<file path="src/bsc_pkg.sv">
// shared types, constants and field helpers for the barometric compensation block
// used by every module under src
package bsc_pkg;

	localparam int CfgIdxW = 3;
	localparam int CfgDataW = 48;
	localparam int QuoW = 32;

	typedef enum logic [CfgIdxW-1:0] {
		REG_CAL_A = 3'd0,
		REG_CAL_B = 3'd1,
		REG_CAL_C = 3'd2,
		REG_CAL_D = 3'd3,
		REG_OSS = 3'd4
	} reg_idx_t;

	typedef struct packed {
		logic [15:0] raw_temperature;
		logic [18:0] raw_pressure;
	} in_item_t;

	typedef struct packed {
		logic signed [27:0] temperature_tenths;
		logic signed [31:0] pressure_pa;
		logic divide_error;
	} out_item_t;

	typedef struct packed {
		logic [47:0] cal_a;
		logic [47:0] cal_b;
		logic [31:0] cal_c;
		logic [31:0] cal_d;
		logic [1:0] oversampling;
	} cal_t;

	function automatic logic [31:0] sx16(input logic [15:0] v);
		sx16 = {{16{v[15]}}, v};
	endfunction

	function automatic logic [31:0] asr32(input logic [31:0] v, input int unsigned s);
		asr32 = 32'($signed(v) >>> s);
	endfunction

endpackage

</file>
<file path="src/bsc_div.sv">
// pipelined restoring divider, one quotient bit per stage, unsigned 32 by 32
// carries a tag alongside; depends on bsc_pkg
module bsc_div #(
	parameter int TagW = 8
) (
	input logic clk,
	input logic arst_n,
	input logic in_valid,
	input logic [bsc_pkg::QuoW-1:0] dividend,
	input logic [bsc_pkg::QuoW-1:0] divisor,
	input logic [TagW-1:0] in_tag,
	output logic out_valid,
	output logic [bsc_pkg::QuoW-1:0] quotient,
	output logic [TagW-1:0] out_tag
);
	import bsc_pkg::*;

	logic [QuoW-1:0] vld_s;
	logic [QuoW-1:0] rem_s [QuoW];
	logic [QuoW-1:0] num_s [QuoW];
	logic [QuoW-1:0] den_s [QuoW];
	logic [TagW-1:0] tag_s [QuoW];

	// one restoring step: shift in the next dividend bit, subtract when it fits
	function automatic logic [2*QuoW-1:0] div_step(input logic [QuoW-1:0] rem,
			input logic [QuoW-1:0] num, input logic [QuoW-1:0] den);
		logic [QuoW:0] trial;
		logic [QuoW:0] diff;
		trial = {rem, num[QuoW-1]};
		diff = trial - {1'b0, den};
		div_step = {diff[QuoW] ? trial[QuoW-1:0] : diff[QuoW-1:0],
			num[QuoW-2:0], ~diff[QuoW]};
	endfunction

	always_ff @(posedge clk or negedge arst_n) begin
		if (!arst_n) begin
			vld_s <= '0;
		end else begin
			vld_s <= {vld_s[QuoW-2:0], in_valid};
		end
	end

	always_ff @(posedge clk) begin
		{rem_s[0], num_s[0]} <= div_step('0, dividend, divisor);
		den_s[0] <= divisor;
		tag_s[0] <= in_tag;
		for (int i = 1; i < QuoW; i++) begin
			{rem_s[i], num_s[i]} <= div_step(rem_s[i-1], num_s[i-1], den_s[i-1]);
			den_s[i] <= den_s[i-1];
			tag_s[i] <= tag_s[i-1];
		end
	end

	assign out_valid = vld_s[QuoW-1];
	assign quotient = num_s[QuoW-1];
	assign out_tag = tag_s[QuoW-1];
endmodule

</file>
<file path="config.mk">
export PLATFORM = sky130hd
export DESIGN_NAME = bsc_div
export DESIGN_NICKNAME = d
export VERILOG_FILES = /design/src/bsc_pkg.sv /design/src/bsc_div.sv
export SDC_FILE = /design/constraint.sdc
export NUM_CORES = 2
export LEC_CHECK = 0
export BUFFER_PORTS_ARGS = -buffer_cell sky130_fd_sc_hd__buf_2
export CORE_MARGIN = 3
export CORE_UTILIZATION = 45
export DETAILED_ROUTE_END_ITERATION = 16
export PLACE_DENSITY = 0.63
export SYNTH_ARGS = -nofsm -noshare
export SYNTH_HDL_FRONTEND = slang
export SYNTH_SLANG_ARGS = --single-unit
</file>
<file path="constraint.sdc">
create_clock -name clk -period 5.6 [get_ports clk]
set_input_delay 0.56 -clock clk [delete_from_list [all_inputs] [get_ports clk]]
set_output_delay 0.56 -clock clk [all_outputs]
set_load 0.02 [all_outputs]
</file>
==> flow_summary.yaml <==
synthesis:
  async_flop_share_pct: 0.9709
  synth_edf_count: 0
  ys_seq_area_share_pct: 51.50
  netlist_area_um2: 128400
  syn_avg_cell_area_um2: 10.50
  synth_cells: 12230
  synth_ff_type: "dfxtp_1"
  yosys_warnings: 0
  ys_types: 108
  ys_ff_latch: 3296
finish:
  drive_gt1_share_pct: 11.18
  num-nets-final: 13670
  fillers: 24980
  area_delta_synth_final_pct: 13.20
  final_cells: 16580
  regArea_um2: 66140
  post-route-cell-area_um2: 145400
  multi_input_area_um2: 56800
floorplan:
  core-area_um2: 283000
  io_pins: 116
  die_w_um: 540.2
  initial_core_util_pct: 45.38
  die_y_um: 540.2
  rows: 195
  design.die.area_um2: 291900
power_and_ir_drop:
  p_leak_nw: 66.87
  powerDensity_nw_per_um2: 689.1
  ir_drop_uv: 333.4
clock_tree:
  clkTransAtPathRegs_ns: 0.06
  cts-root-buf: "clkbuf_16"
  cts_tree: "built"
  post_cts_buffers: 0
  cts_buffer_depth: 4
  numCtsBuffers: 342
  cts_sinks: 3296
  clk_latency_ns: 0.91
  ctsHtreeMaxLevel: 5
  cts_resized: 0
sta:
  max_slew.worst_pin.slew_ns: 1.134
  holdWs_ns: 0.2262
  fin_setup_tns_ns: 0
  max-slew-margin-rel_pct: 24.31
  period_share_pct: 87.92
  hold_viol: 0
  fmax_mhz: 203.1
  fin_ws_ns: 0.6764
  rsz0062_at_grt: "no"
  period_minus_slack_ns: 4.924
  fin_skew_ns: 0.05854
  slew_violations: 0
  finalSetupViolations: 0
min_path:
  hp-class: "in2async"
setup_path:
  end_kind: "register"
  cp-start-kind: "register"
  worstPathRequired_ns: 6.34
  worstSetupPathType: "reg2reg"
  critPathMaxFanout: 26
  cp.arrival_ns: 5.67
global_route:
  grt_max_degree: 65
  antenna_found_initial: 3
  grt_pass1_wl_um: 419100
  track_usage_pct: 16.83
  grt-ovfl-total: 0
  first_global_vias: 85040
place:
  hpwlAfterDp_um: 187300
  place_ws_ns: 0.8908
  port_buffers: 115
  routabilityCongestion: 0.9064
  placedCellCount: 15890
  placed_cell_area_um2: 133100
routing:
  drc: 0
  wl_um: 250900
  drt-vias-per-instance: 5.081
  drt-pass1-iter-count: 7
  dr.first_iter.drc_count: 4454
  ant_nets: 0
  wl_per_cell_um: 15.13
  vias: 84230
flow_run:
  maxCapViolCount: 0
run_status:
  status: "finished, final reports clean"
==> repair_timing <==
item | CTS | global route
hold buffers | 74 | 0
endpoints found under the setup margin | 0 | 0
hold endpoints to repair | 105 | 0
==> synth_stat cells, types with 21 or more instances <==
cell      count  area, um2
a221o_1      26      260.3
o21a_1      153       1149
nor3b_1      21      157.7
nor2b_1     139      869.6
ha_1        993      12420
nor3_1       87      435.4
or2_2        23      143.9
and3_1       82      513.0
mux2_1       36      405.4
clkbuf_1    124      465.5
mux2_4       27      405.4
o31a_1       38      332.8
inv_1      1217       4568
mux2i_1      55      550.5
nor2_1      501       1881
xnor2_1     508       4449
a21oi_1     829       4149
nand3_1     163      815.8
mux2_2      611       6880
o211ai_1     43      322.8
fa_1         30      600.6
and2_1       46      287.8
a211o_1      26      227.7
nand2_1     663       2489
buf_2        52      260.3
nand2b_1    145      907.1
and4_1       23      201.4
o21ai_1      27      135.1
a21o_1      438       3288
dfxtp_1    3264      65340
o21ai_0     621       3108
xor2_1      308       2698
a211oi_1     68      510.5
a221oi_1     33      289.0
a31oi_1      97      606.8
nand4_1      86      538.0
o31ai_1      87      653.1
or3_1        27      168.9
o21bai_1     80      600.6
buf_4        56      420.4
dfrtp_1      32      800.8
a21boi_0     42      315.3
==> routing by layer <==
| layer | vias to the layer above | part of all wire (%) | track usage [%] |
|---|---|---|---|
| met5 | - | 0 | 0 |
| met4 | 0 | 3.0 | 5.751 |
| met3 | 474 | 4.3 | 2.411 |
| met2 | 1692 | 47 | 28.77 |
| met1 | 39350 | 46 | 21.71 |
| li1 | 42710 | - | - |
==> worst paths after layout <==
kind,startpoint,to,slack (ns),cells past startpoint
max,num_s[319]$_DFF_P_,rem_s[273]$_DFF_P_,0.68,15
min,arst_n,vld_s[1]$_DFF_PN0_,0.23,2
max reg2reg,num_s[319]$_DFF_P_,rem_s[273]$_DFF_P_,0.68,15
min reg2reg,num_s[568]$_DFF_P_,num_s[537]$_DFF_P_,0.29,0
max in group asynchronous,arst_n,vld_s[28]$_DFF_PN0_,4.94,2
min in group clk,dividend[23],num_s[1016]$_DFF_P_,0.28,2
==> critical path: stages, from the launching register on <==
cell and delay, ns:
dfxtp_1 0.31, inv_1 0.05, ha_1 0.22, fa_1 0.42, nor2b_1 0.12, o21ai_0 0.12
a21boi_1 0.41, o2111ai_1 0.33, a2111oi_0 0.87, a211o_1 0.26, a21oi_1 0.15, o211ai_1 0.24
a21oi_1 0.18, xnor2_4 0.30, buf_4 0.40, mux2_2 0.39
==> cell families after synthesis <==
logic type	Yosys count	synth area share, %
adder cells (fa/ha/maj)	1023	10.14
other	1	0.002920
XOR/XNOR	821	5.628
flip-flops	3296	51.50
buffers and inverters	1464	4.550
AND/OR/NAND/NOR	2072	7.738
multiplexers	729	6.417
AO/OA/AOI/OAI	2823	14.02
==> placed cells by master (no fill, tap or decap), drive strengths merged, types with 311 or more instances in the layout <==
cell and count:
mux2 674, nor2 501, a21oi 833, clkbuf 478, dfxtp 3264, xor2 311
nand2 663, a21o 439, inv 1233, ha 993, xnor2 510, o21ai 649
==> state kept, by name, summed over array words and instances, names as in the netlist <==
name      cells
den_s       992
num_s       992
quotient     32
rem_s       992
tag_s       256
vld_s        32
==> area by class of cell <==
class,instances,share of cell area [%]
Sequential cell,3296,45.50
Multi-Input combinational cell,7483,39.07
Clock buffer,478,6.689
Tap cell,3743,3.221
Inverter,1218,3.145
Clock inverter,128,1.242
Timing Repair Buffer,227,1.127
Antenna cell,5,0.008606
==> power by group <==
part	internal [mW]	switching, mW
Clock	13.6	9.16
Combinational	21.0	23.2
Sequential	30.2	3.06
Total	64.8	35.4
==> per-stage QoR <==
stage | power (mW) | util [%]
floorplan | 68.22 | -
global placement | 76.23 | 47.03
detailed placement | 77.38 | 47.03
CTS | 101.0 | 51.36
global route | 107.7 | 51.37
finish | 100.2 | 51.37
Power figures use the tool's default switching activity.
